`config.mk`:
```
export PLATFORM = sky130hd
export DESIGN_NAME = depth_curvature_normal_3x3
export DESIGN_NICKNAME = d
export VERILOG_FILES = /design/src/dcn_pkg.sv /design/src/depth_curvature_normal_3x3.sv /design/src/dcn_isqrt.sv
export SDC_FILE = /design/constraint.sdc
export NUM_CORES = 2
export LEC_CHECK = 0
export BUFFER_PORTS_ARGS = -buffer_cell sky130_fd_sc_hd__buf_2
export CORE_MARGIN = 3
export CORE_UTILIZATION = 35
export DETAILED_ROUTE_END_ITERATION = 7
export GPL_TIMING_DRIVEN = 0
export SYNTH_ARGS = -nofsm -noshare
export SYNTH_HDL_FRONTEND = slang
export SYNTH_SLANG_ARGS = --single-unit
```
`constraint.sdc`:
```
create_clock -name clk -period 9.3 [get_ports clk]
set_input_delay 0.93 -clock clk [delete_from_list [all_inputs] [get_ports clk]]
set_output_delay 0.93 -clock clk [all_outputs]
set_load 0.01 [all_outputs]
```
`src/dcn_pkg.sv`:
```
`timescale 1ns / 1ps
`default_nettype none

package dcn_pkg;

  // field widths
  localparam int DEPTH_W  = 8;
  localparam int HESS_W   = 11;  // hxx, hyy, trace, difference
  localparam int H2_W     = 9;   // twice the cross term
  localparam int GRAD_W   = 9;   // central differences
  localparam int DIR_W    = 13;
  localparam int Z_W      = 21;
  localparam int CURV_W   = 20;
  localparam int THR_W    = 20;
  localparam int PIX_W    = 8;

  // square root unit
  localparam int DISC_W      = 22;
  localparam int ROOT_W      = DISC_W / 2;
  localparam int SQRT_STAGES = 3;

  localparam int FRAC_BITS_DEFAULT = 8;

  // configuration port
  localparam int APB_ADDR_W = 3;
  localparam int APB_DATA_W = 32;
  localparam logic REG_THR  = 1'b0;  // register index taken from paddr[2]
  localparam logic [THR_W-1:0] THR_RESET = 20'd256;

  // hessian terms carried down the pipeline
  typedef struct packed {
    logic signed [HESS_W-1:0] hxx;
    logic signed [HESS_W-1:0] tr;
    logic signed [HESS_W-1:0] df;
    logic signed [H2_W-1:0]   h2;
    logic signed [GRAD_W-1:0] dx;
    logic signed [GRAD_W-1:0] dy;
    logic                     umb;
    logic                     border;
    logic [PIX_W-1:0]         pix;
  } hess_t;

endpackage

`default_nettype wire

```
`src/depth_curvature_normal_3x3.sv`:
```
`timescale 1ns / 1ps
`default_nettype none

// channel      | direction | handshake          | contents
// -------------+-----------+--------------------+---------------------------------------
// item in      | in        | start, busy        | 3x3 depths, at_border, center_value
// result out   | out       | done (one cycle)   | curvatures, directions, normal, flag
// config       | in/out    | apb psel/penable   | distinct_threshold at byte address 0
//
// one word enters per clock; busy is always low since nothing stalls
// a result is registered after each step in turn: hessian, discriminant multiply,
//   three square root stages (four, four and three root digits), eigen step, lift and output
// rst clears the valid chain and sets the threshold to 256; data registers are not reset
// the receiver cannot hold a result off, so the pipeline never stops

module depth_curvature_normal_3x3 #(
  parameter int FRAC_BITS = dcn_pkg::FRAC_BITS_DEFAULT
) (
  input  wire logic                              clk,
  input  wire logic                              rst,
  // item in
  input  wire logic                              start,
  output logic                                   busy,
  input  wire logic [dcn_pkg::DEPTH_W-1:0]       depth_nw,
  input  wire logic [dcn_pkg::DEPTH_W-1:0]       depth_n,
  input  wire logic [dcn_pkg::DEPTH_W-1:0]       depth_ne,
  input  wire logic [dcn_pkg::DEPTH_W-1:0]       depth_w,
  input  wire logic [dcn_pkg::DEPTH_W-1:0]       depth_c,
  input  wire logic [dcn_pkg::DEPTH_W-1:0]       depth_e,
  input  wire logic [dcn_pkg::DEPTH_W-1:0]       depth_sw,
  input  wire logic [dcn_pkg::DEPTH_W-1:0]       depth_s,
  input  wire logic [dcn_pkg::DEPTH_W-1:0]       depth_se,
  input  wire logic                              at_border,
  input  wire logic [dcn_pkg::PIX_W-1:0]         center_value,
  // result out
  output logic                                   done,
  output logic signed [dcn_pkg::CURV_W-1:0]      curv_first,
  output logic signed [dcn_pkg::CURV_W-1:0]      curv_second,
  output logic signed [dcn_pkg::DIR_W-1:0]       dir1_x,
  output logic signed [dcn_pkg::DIR_W-1:0]       dir1_y,
  output logic signed [dcn_pkg::Z_W-1:0]         dir1_z,
  output logic signed [dcn_pkg::DIR_W-1:0]       dir2_x,
  output logic signed [dcn_pkg::DIR_W-1:0]       dir2_y,
  output logic signed [dcn_pkg::Z_W-1:0]         dir2_z,
  output logic signed [dcn_pkg::GRAD_W-1:0]      normal_x,
  output logic signed [dcn_pkg::GRAD_W-1:0]      normal_y,
  output logic                                   fully_defined,
  output logic [dcn_pkg::PIX_W-1:0]              pixel_value,
  // config
  input  wire logic                              psel,
  input  wire logic                              penable,
  input  wire logic                              pwrite,
  input  wire logic [dcn_pkg::APB_ADDR_W-1:0]    paddr,
  input  wire logic [dcn_pkg::APB_DATA_W-1:0]    pwdata,
  output logic [dcn_pkg::APB_DATA_W-1:0]         prdata,
  output logic                                   pready
);

  localparam int NST  = dcn_pkg::SQRT_STAGES;
  localparam int LAT  = NST + 4;
  localparam int KW   = 13 + FRAC_BITS;                    // unsaturated curvature
  localparam int SW   = ((KW > dcn_pkg::CURV_W) ? KW : dcn_pkg::CURV_W) + 1;
  localparam int CW   = ((KW + 1 > dcn_pkg::THR_W) ? KW + 1 : dcn_pkg::THR_W) + 1;
  localparam int DW   = dcn_pkg::DIR_W;
  localparam int HW   = dcn_pkg::HESS_W;
  localparam int PW   = DW + dcn_pkg::GRAD_W;              // lift product width

  localparam logic signed [SW-1:0] CMAX = SW'(524287);
  localparam logic signed [SW-1:0] CMIN = -SW'(524288);

  // ---------------------------------------------------------------------------
  // configuration register
  // ---------------------------------------------------------------------------
  logic [dcn_pkg::THR_W-1:0] thr;
  logic                      wr_en;

  assign pready = 1'b1;
  assign wr_en  = psel && penable && pwrite && (paddr[2] == dcn_pkg::REG_THR);

  always_ff @(posedge clk) begin
    if (rst) begin
      thr <= dcn_pkg::THR_RESET;
    end else if (wr_en) begin
      thr <= pwdata[dcn_pkg::THR_W-1:0];
    end
  end

  always_comb begin
    prdata = '0;
    if (paddr[2] == dcn_pkg::REG_THR) begin
      prdata = dcn_pkg::APB_DATA_W'(thr);
    end
  end

  // ---------------------------------------------------------------------------
  // valid chain: one bit per stage, never stalls
  // ---------------------------------------------------------------------------
  logic           accept;
  logic [LAT-1:0] vld;

  assign busy   = 1'b0;
  assign accept = start && !busy;

  always_ff @(posedge clk) begin
    if (rst) begin
      vld <= '0;
    end else begin
      vld <= {vld[LAT-2:0], accept};
    end
  end

  assign done = vld[LAT-1];

  // ---------------------------------------------------------------------------
  // stage 1: finite-difference hessian and central differences
  // ---------------------------------------------------------------------------
  logic signed [11:0] hxx_w, hyy_w, n4, n4_adj, hxy_w;
  logic signed [11:0] tr_w, df_w;
  dcn_pkg::hess_t     s1_d, s1, s2;

  always_comb begin
    hxx_w  = $signed({4'b0, depth_e}) + $signed({4'b0, depth_w})
           - $signed({3'b0, depth_c, 1'b0});
    hyy_w  = $signed({4'b0, depth_s}) + $signed({4'b0, depth_n})
           - $signed({3'b0, depth_c, 1'b0});
    n4     = $signed({4'b0, depth_se}) - $signed({4'b0, depth_sw})
           - $signed({4'b0, depth_ne}) + $signed({4'b0, depth_nw});
    // cross term divided by four, rounded toward zero
    n4_adj = n4 + $signed({10'b0, n4[11], n4[11]});
    hxy_w  = n4_adj >>> 2;
    tr_w   = hxx_w + hyy_w;
    df_w   = hyy_w - hxx_w;

    s1_d.hxx    = hxx_w[HW-1:0];
    s1_d.tr     = tr_w[HW-1:0];
    s1_d.df     = df_w[HW-1:0];
    s1_d.h2     = {hxy_w[dcn_pkg::H2_W-2:0], 1'b0};
    s1_d.dx     = $signed({1'b0, depth_e}) - $signed({1'b0, depth_w});
    s1_d.dy     = $signed({1'b0, depth_s}) - $signed({1'b0, depth_n});
    s1_d.umb    = (df_w == 12'sd0) && (hxy_w == 12'sd0);
    s1_d.border = at_border;
    s1_d.pix    = center_value;
  end

  always_ff @(posedge clk) begin
    s1 <= s1_d;
  end

  // ---------------------------------------------------------------------------
  // stage 2: discriminant (hyy - hxx)^2 + (2 hxy)^2
  // ---------------------------------------------------------------------------
  logic signed [dcn_pkg::DISC_W-1:0] sq_a, sq_b;
  logic        [dcn_pkg::DISC_W-1:0] disc;

  assign sq_a = s1.df * s1.df;
  assign sq_b = s1.h2 * s1.h2;

  always_ff @(posedge clk) begin
    s2   <= s1;
    disc <= sq_a + sq_b;
  end

  // ---------------------------------------------------------------------------
  // stages 3..5: square root, terms delayed alongside
  // ---------------------------------------------------------------------------
  logic [dcn_pkg::ROOT_W-1:0] rt;
  dcn_pkg::hess_t             hd [NST];

  dcn_isqrt u_isqrt (
    .clk   (clk),
    .value (disc),
    .root  (rt)
  );

  always_ff @(posedge clk) begin
    hd[0] <= s2;
    for (int i = 1; i < NST; i++) begin
      hd[i] <= hd[i-1];
    end
  end

  // ---------------------------------------------------------------------------
  // stage 6: eigenvalues and first eigenvector
  // ---------------------------------------------------------------------------
  dcn_pkg::hess_t        h6;
  logic signed [12:0]    sp, sm, rt_s;
  logic signed [KW-1:0]  k1_d, k2_d, k1, k2;
  logic signed [DW-1:0]  ax_d, ay_d, ax, ay;

  // (s << FRAC_BITS) / 2, rounded toward zero
  function automatic logic signed [KW-1:0] half_scaled(input logic signed [12:0] s);
    logic signed [KW-1:0] p;
    p = KW'(s) <<< FRAC_BITS;
    return (p + $signed({{(KW-1){1'b0}}, p[KW-1]})) >>> 1;
  endfunction

  always_comb begin
    h6   = hd[NST-1];
    rt_s = $signed({2'b0, rt});
    sp   = 13'(h6.tr) + rt_s;
    sm   = 13'(h6.tr) - rt_s;
    if (h6.umb) begin
      // umbilic point: both curvatures equal, axis-aligned directions
      k1_d = KW'(h6.hxx) <<< FRAC_BITS;
      k2_d = KW'(h6.hxx) <<< FRAC_BITS;
      ax_d = DW'(1);
      ay_d = '0;
    end else begin
      k1_d = half_scaled(sp);
      k2_d = half_scaled(sm);
      ax_d = DW'(h6.h2);
      ay_d = 13'(h6.df) + rt_s;
      // degenerate eigenvector: take the other form
      if (ax_d == '0 && ay_d == '0) begin
        ax_d = 13'(h6.df) - rt_s;
        ay_d = -DW'(h6.h2);
      end
    end
  end

  dcn_pkg::hess_t s6;

  always_ff @(posedge clk) begin
    s6 <= h6;
    k1 <= k1_d;
    k2 <= k2_d;
    ax <= ax_d;
    ay <= ay_d;
  end

  // ---------------------------------------------------------------------------
  // stage 7: lift to tangent plane, threshold, saturation, border defaults
  // ---------------------------------------------------------------------------
  logic signed [PW-1:0]  p_ax, p_ay, p_bx, p_by;
  logic signed [PW:0]    za_s, zb_s, za_h, zb_h;
  logic signed [DW-1:0]  bx;
  logic signed [KW:0]    gap;
  logic signed [CW-1:0]  gap_x, thr_x;
  logic signed [SW-1:0]  k1_x, k2_x;
  logic signed [dcn_pkg::CURV_W-1:0] k1_sat, k2_sat;

  always_comb begin
    bx    = -ay;
    p_ax  = ax * s6.dx;
    p_ay  = ay * s6.dy;
    p_bx  = bx * s6.dx;
    p_by  = ax * s6.dy;
    za_s  = PW'(p_ax) + (PW + 1)'(p_ay);
    zb_s  = (PW + 1)'(p_bx) + (PW + 1)'(p_by);
    za_h  = (za_s + $signed({{PW{1'b0}}, za_s[PW]})) >>> 1;
    zb_h  = (zb_s + $signed({{PW{1'b0}}, zb_s[PW]})) >>> 1;

    // gap is never negative: the root is never negative
    gap   = (KW + 1)'(k1) - (KW + 1)'(k2);
    gap_x = CW'(gap);
    thr_x = CW'($signed({1'b0, thr}));

    k1_x  = SW'(k1);
    k2_x  = SW'(k2);
    if (k1_x > CMAX) k1_sat = dcn_pkg::CURV_W'(CMAX);
    else if (k1_x < CMIN) k1_sat = dcn_pkg::CURV_W'(CMIN);
    else k1_sat = k1_x[dcn_pkg::CURV_W-1:0];
    if (k2_x > CMAX) k2_sat = dcn_pkg::CURV_W'(CMAX);
    else if (k2_x < CMIN) k2_sat = dcn_pkg::CURV_W'(CMIN);
    else k2_sat = k2_x[dcn_pkg::CURV_W-1:0];
  end

  always_ff @(posedge clk) begin
    pixel_value <= s6.pix;
    if (s6.border) begin
      curv_first    <= '0;
      curv_second   <= '0;
      dir1_x        <= DW'(1);
      dir1_y        <= '0;
      dir1_z        <= '0;
      dir2_x        <= '0;
      dir2_y        <= DW'(1);
      dir2_z        <= '0;
      normal_x      <= '0;
      normal_y      <= '0;
      fully_defined <= 1'b0;
    end else begin
      curv_first    <= k1_sat;
      curv_second   <= k2_sat;
      dir1_x        <= ax;
      dir1_y        <= ay;
      dir1_z        <= za_h[dcn_pkg::Z_W-1:0];
      dir2_x        <= bx;
      dir2_y        <= ax;
      dir2_z        <= zb_h[dcn_pkg::Z_W-1:0];
      normal_x      <= -s6.dx;
      normal_y      <= -s6.dy;
      fully_defined <= gap_x > thr_x;
    end
  end

  // ---------------------------------------------------------------------------
  // checks
  // ---------------------------------------------------------------------------
  a_latency: assert property (@(posedge clk) disable iff (rst)
    done |-> $past(accept, LAT))
    else $error("result without a word taken LAT cycles before");

  a_no_done_after_rst: assert property (@(posedge clk)
    rst |=> !done)
    else $error("result strobe straight after reset");

  a_dir2_rot: assert property (@(posedge clk) disable iff (rst)
    done |-> (dir2_x == -dir1_y) && (dir2_y == dir1_x))
    else $error("second direction is not the first turned by a right angle");

  a_thr_hold: assert property (@(posedge clk) disable iff (rst)
    $past(!(psel && penable && pwrite)) |-> $stable(thr))
    else $error("threshold changed without a write");

endmodule

`default_nettype wire

```
`src/dcn_isqrt.sv`:
```
`timescale 1ns / 1ps
`default_nettype none

// floor square root, digit by digit, spread over SQRT_STAGES register stages
module dcn_isqrt (
  input  wire logic                        clk,
  input  wire logic [dcn_pkg::DISC_W-1:0]  value,
  output logic      [dcn_pkg::ROOT_W-1:0]  root
);

  localparam int IN_W   = dcn_pkg::DISC_W;
  localparam int QW     = dcn_pkg::ROOT_W;
  localparam int NST    = dcn_pkg::SQRT_STAGES;
  localparam int PER    = (QW + NST - 1) / NST;
  localparam int RW     = QW + 1;
  localparam int TW     = RW + 2;

  logic [IN_W-1:0] val_q  [NST];
  logic [RW-1:0]   rem_q  [NST];
  logic [QW-1:0]   root_q [NST];

  for (genvar k = 0; k < NST; k++) begin : g_stage
    logic [IN_W-1:0] v_in;
    logic [RW-1:0]   r_in;
    logic [QW-1:0]   q_in;
    logic [IN_W-1:0] v;
    logic [RW-1:0]   r;
    logic [QW-1:0]   q;
    logic [TW-1:0]   r4;
    logic [TW-1:0]   t;
    logic [TW-1:0]   r4d;

    if (k == 0) begin : g_first
      assign v_in = value;
      assign r_in = '0;
      assign q_in = '0;
    end else begin : g_next
      assign v_in = val_q[k-1];
      assign r_in = rem_q[k-1];
      assign q_in = root_q[k-1];
    end

    always_comb begin
      v   = v_in;
      r   = r_in;
      q   = q_in;
      r4  = '0;
      t   = '0;
      r4d = '0;
      for (int j = 0; j < PER; j++) begin
        if (k * PER + j < QW) begin
          r4 = {r, v[IN_W-1 -: 2]};
          t  = TW'({q, 2'b01});
          r4d = r4 - t;
          if (r4 >= t) begin
            r = r4d[RW-1:0];
            q = {q[QW-2:0], 1'b1};
          end else begin
            r = r4[RW-1:0];
            q = {q[QW-2:0], 1'b0};
          end
          v = {v[IN_W-3:0], 2'b00};
        end
      end
    end

    always_ff @(posedge clk) begin
      val_q[k]  <= v;
      rem_q[k]  <= r;
      root_q[k] <= q;
    end
  end

  assign root = root_q[NST-1];

endmodule

`default_nettype wire
```
; ---- Yosys cells after proc, flatten, opt, wreduce, memory -nomap -nowiden
; Memory sizes are Yosys's and may differ from the RTL's.
; Cells that the tools add are included.
; Widths: inputs -> output; s select.
[word_totals]
in_bits = 122
wordCells = 152
n_memories = 4
regBits = 428
output_inout_bits = 196
mem_bits_rw = 327
[memory_table]
columns = memory, depth, width, read_ports, rd_clocked_by_memory_dff, wr, line
row1 = hd, 3, 70, 3, 0, 3, depth_curvature_normal_3x3.sv:167  ; dcn_pkg::hess_t hd [NST];
row2 = u_isqrt.val_q, 3, 16, 2, 0, 3, dcn_isqrt.sv:18  ; logic [IN_W-1:0] val_q [NST];
row3 = u_isqrt.rem_q, 3, 12, 2, 0, 3, dcn_isqrt.sv:19  ; logic [RW-1:0] rem_q [NST];
row4 = u_isqrt.root_q, 3, 11, 3, 0, 3, dcn_isqrt.sv:20  ; logic [QW-1:0] root_q [NST];
[op_classes]
n_mul = 6
add_sub_neg = 39
n_bitwise = 1
muxes = 31
n_lt_le_gt_ge = 16
n_reduce_logical = 11
[op_table]
columns = cell, n
row1 = $mux 12, 11
row2 = $ge 14x13->1, 7
row3 = $mul 13x9->22, 4
row4 = $sub 12x12->12, 7
row5 = $mux 20, 3
row6 = $add 22x22->23, 2
row7 = $add 22x2->22, 2
row8 = $add 21x2->21, 2
row9 = $gt 21x20->1 const B, 2
row10 = $lt 21x20->1 const B, 2
row11 = $mux 21, 2
row12 = $mux 19, 2
row13 = $sub 9x9->10, 3
row14 = $sub 8x8->9, 3
row15 = $add 11x12->13, 2
row16 = $logic_not 13->1, 2
row17 = $mux 13, 2
row18 = $sub 11x12->13, 2
row19 = $logic_not 12->1, 2
row20 = $add 22x18->22, 1
row21 = $gt 22x21->1, 1
row22 = $mul 11x11->22, 1
row23 = $sub 21x21->22, 1
row24 = $add 8x8->9, 2
row25 = 20 further kinds, 36

; ---- Longest topological paths before layout
; An unclocked memory read counts as a cell.
[logic_depth]
ltp_word = 9
mapped_depth = 46
ltp_nobuf = 41

; ---- Hierarchy
; Synthesis repeated with hierarchy kept, for this count alone.
[hier_totals]
hier_cells = 5446
hier_area_um2 = 51873.5
[by_module_without_submodules]
columns = module, seq_area_each_um2, area_per_inst_um2, instances, cells_per_inst
row1 = depth_curvature_normal_3x3, 11751.3, 45875.2, 1, 4700
row2 = dcn_isqrt, 1341.3, 5998.3, 1, 746

; ---- Worst setup path before layout
; No wires, ideal clock.
[synth_timing]
path_type = register to register
start = reg ay[1]
end = reg dir2_z[17] in the netlist's numbering
stages_incl_launch_ff = 36
path_buffers = 1
slack_ns = 1.078
setup_ns = 0.070
synth_period_minus_slack_ns = 8.222
required_time_ns = 9.230
arrival_time_ns = 8.151
cell_sequence = dfxtp_1 -> clkbuf_1 -> inv_1 -> ha_1 -> nand2_1 -> or3_1 -> nor3_1 -> xnor2_1 -> nand2_1 -> fa_1 -> inv_1 -> fa_1 -> fa_1 -> fa_1 -> inv_1 -> fa_1 -> inv_1 -> fa_1 -> inv_1 -> fa_1 -> inv_1 -> ha_1 -> o21ai_0 -> nand2b_1 -> inv_1 -> o31ai_1 -> a211oi_1 -> o31ai_1 -> xnor2_1 -> and2_1 -> ha_1 -> nand3_1 -> nor2_1 -> nand3_1 -> or3_1 -> a21oi_1
[synth_between]
elab_chain_cells = 4
[synth_rtl]
columns = element, line
row1 = start: declaration, depth_curvature_normal_3x3.sv:188  ; logic signed [DW-1:0] ax_d, ay_d, ax, ay;
row2 = start signal: assignment, depth_curvature_normal_3x3.sv:228  ; ay <= ay_d;
row3 = $neg 13->13, depth_curvature_normal_3x3.sv:243  ; bx = -ay;
row4 = $mul 13x9->22, depth_curvature_normal_3x3.sv:246  ; p_bx = bx * s6.dx;
row5 = $add 22x22->23, depth_curvature_normal_3x3.sv:249  ; zb_s = (PW + 1)'(p_bx) + (PW + 1)'(p_by);
row6 = $add 22x2->22, depth_curvature_normal_3x3.sv:251  ; zb_h = (zb_s + $signed({{PW{1'b0}}, zb_s[PW]})) >>> 1;
row7 = end signal: assignment, depth_curvature_normal_3x3.sv:290  ; dir2_z <= zb_h[dcn_pkg::Z_W-1:0];
row8 = end: declaration, depth_curvature_normal_3x3.sv:44  ; output logic signed [dcn_pkg::Z_W-1:0] dir2_z,
; Every way passes these cells.
; A chain may end at the register's enable or synchronous reset.

; ---- Worst setup path in the final report
[layout_timing]
start = reg ay[0]
end = reg dir2_z[19] in the netlist's numbering
; Same word-level chain as after synthesis.

==> results.cfg <==
[run_status]
status = complete, no violations

[hold_path]
hold-path-endpoint = hd[0][3]
worstHoldStart = s2[3]
hp-class = flop to flop
hold_depth = 0

[logic_synthesis]
synth_seq_area_share_pct = 25.7
synth.avg_cell_area_um2 = 9.58
synth_warnings = 0
synth_top_area_share_pct = 26.5
synth_cells = 5284
netlist_area_um2 = 50600
async_flop_share_pct = 0
synth_area_leaders = fa_1, dfxtp_1, ha_1, inv_1, xnor2_1
synth_cell_types = 84
ys.flop_type = dfxtp_1
ys_ff_latch = 650
synth_edf_count = 0
yosysTopAreaCell = fa_1

[global_routing]
grt_start_max_net_pins = 16
gr-total-overflow = 0
grt_pass1_vias = 36700
antenna_found_initial = 9
grt_pass1_wl_um = 198000
track_usage_pct = 17.1

[timing]
whs_ns = 0.314
setup_violations = 0
worstMarginPinSlew_ns = 1.37
min_period_ns = 8.96
fin_skew_ns = 0.0393
slew_headroom_pct = 8.86
setup_tns_ns = 0
hold_viol = 0
report.final.slew_viol_count = 0
post-route-period-util_pct = 96.3
fmax_mhz = 112

[die]
pin_count = 318
die_h_um = 386
coreArea_um2 = 143000
fp-row-count = 138
start_util_pct = 35.5
fp.dieArea_um2 = 149000
die-width_um = 386

[critical_path]
critPathBufInv = 7
cp_common_cell = fa_1
crit_family = adder cells
worstPathRequired_ns = 9.85
r2r_cells = 34
critPathLaunchType = flop
critPathSlowestCell = fa_1
criticalPathCategory = flop to flop
critPathArrivalTime_ns = 9.51
critPathMaxStageDelay_ns = 0.56
r2r_setup_slack_ns = 0.34
cp_max_fo = 9
rr_startpoint = ay[0]
reg2reg_to = dir2_z[19]
endpoint_kind = flop

[final_layout]
final_net_count = 6949
fillers = 14200
area_delta_synth_final_pct = 13.7
drive_gt1_share_pct = 10.2

[clock_tree]
clock_latency_ns = 0.69
cts_buffers = 71
clockRootBuffer = clkbuf_16
cts_tree = built
clock_path_buffers = 3
path_clk_slew_ns = 0.06
htree_levels = 3
clock_sinks = 650

[place]
gp_congestion = 0.905
port_buffers = 274
hpwl_um = 103000

[route]
drc_errors = 0
vias_per_cell = 4.66
vias = 35500
wl_per_cell_um = 16.4
wl_um = 125000
drt_pass1_iterations = 6
ant_nets = 0
drt_iter0_markers = 1944

[run]
max_cap_violations = 0
-- layout make-up --
type,instances,area [um^2],share of cell area (%)
Buffer,188,910,1.58
Inverter,999,3760,6.54
Clock buffer,90,1970,3.42
Sequential cell,650,13000,22.7
Antenna cell,2,5.00,0.00870
Tap cell,1890,2360,4.11
Multi-Input combinational cell,3461,33300,57.9
Timing Repair Buffer,299,1560,2.71
Clock inverter,39,632,1.10
-- Yosys cell counts (13+ instances only) --
| cell | instances |
|---|---|
| nor4_1 | 17 |
| inv_1 | 995 |
| clkbuf_1 | 141 |
| and3_1 | 21 |
| nor2b_1 | 102 |
| nand2_1 | 443 |
| and2_1 | 212 |
| fa_1 | 669 |
| nor3_1 | 49 |
| dfxtp_1 | 650 |
| nand3_1 | 40 |
| o21a_1 | 17 |
| o21ai_0 | 111 |
| a21o_1 | 58 |
| ha_1 | 488 |
| xor2_1 | 110 |
| buf_4 | 48 |
| xnor2_1 | 223 |
| nor2_1 | 262 |
| mux2i_1 | 15 |
| o21bai_1 | 63 |
| a21oi_1 | 241 |
| nand2b_1 | 81 |
| a211oi_1 | 13 |
| or3_1 | 15 |
| o31ai_1 | 18 |
-- per-stage QoR --
stage          util [%]  worst slack [ns]  instance area, um^2  std cells
3_3_place_gp       38.2             -1.46                54400       7475
6_report           40.3             0.342                57500       7618
3_5_place_dp       38.2             -1.51                54400       7475
4_1_cts            40.2            0.0209                57300       7613
5_1_grt            40.3           -0.0365                57500       7616
2_1_floorplan         -              1.08                50700       5311
-- how the worst max path moves through the flow --
stage / from / to / depth (start not counted)
floorplan: ay[1] / dir2_z[17] / 35
detailed placement: ay[1] / dir2_z[19] / 33
finish: ay[0] / dir2_z[19] / 34
global route: u_isqrt.root_q[0][1] / u_isqrt.rem_q[0][20] / 43
global placement: ay[1] / dir2_z[19] / 33
CTS: ay[0] / dir2_z[19] / 32
-- logic make-up after synthesis --
logic type	after synthesis	synth area share [%]
AO/OA/AOI/OAI	610	7.51
XOR/XNOR	333	5.76
adder cells (fa/ha/maj)	1157	38.5
buffers and inverters	1200	9.26
flip-flops	650	25.7
multiplexers	23	0.487
other	2	0.0148
AND/OR/NAND/NOR	1309	12.7
-- routing by layer --
metal | wire, um | up-vias | global-route usage, % | part of all wire (%)
li1 | - | 17000 | - | -
met1 | 51400 | 17300 | 21.0 | 41
met2 | 60700 | 957 | 29.5 | 49
met3 | 8720 | 205 | 3.58 | 7.0
met4 | 4100 | 2 | 6.25 | 3.3
met5 | 9 | - | 0 | 0.0072
-- cells in the final DEF, fill, tap and decap left out, types with 12 or more instances in the layout --
cell / count
nand3_1: 37
nor3_1: 48
o21bai_1: 63
nor4_1: 15
clkbuf_16: 71
ha_1: 487
and2_1: 212
mux2i_1: 14
conb_1: 29
o21a_1: 17
o31ai_1: 16
clkbuf_8: 12
dfxtp_1: 639
buf_1: 12
a21o_1: 58
fa_1: 669
nand2b_1: 81
nand2_1: 443
a21oi_1: 236
inv_1: 994
clkbuf_2: 19
and3_1: 20
buf_2: 274
or3_1: 13
buf_4: 73
o21ai_0: 111
clkbuf_1: 116
nor2b_1: 102
xnor2_1: 215
a31oi_1: 12
nor2_1: 257
xor2_1: 108
-- sequential cells by signal (all words and copies together), names as in the netlist, 13 cells and up --
| name | flops |
|---|---|
| ax | 13 |
| ay | 13 |
| curv_first | 13 |
| dir1_y | 13 |
| dir1_z | 21 |
| dir2_y | 13 |
| dir2_z | 21 |
| disc | 21 |
| hd | 196 |
| k2 | 13 |
| s1 | 66 |
| s2 | 65 |
| s6 | 27 |
| thr | 20 |
| u_isqrt.rem_q | 24 |
| u_isqrt.root_q | 23 |
| u_isqrt.val_q | 18 |
-- what timing repair did --
action / 4_1_cts / 5_1_grt
setup endpoints to repair: 32 / 32
pin swaps: 6 / 6
hold buffers: 0 / 0
buffers inserted: 11 / 14
endpoints found under the hold margin: 0 / 0
resized for setup: 29 / 77
Power is left out: the tool's default activity adds up to more than one toggle a clock period on the data nets, which glitch-free logic cannot reach.
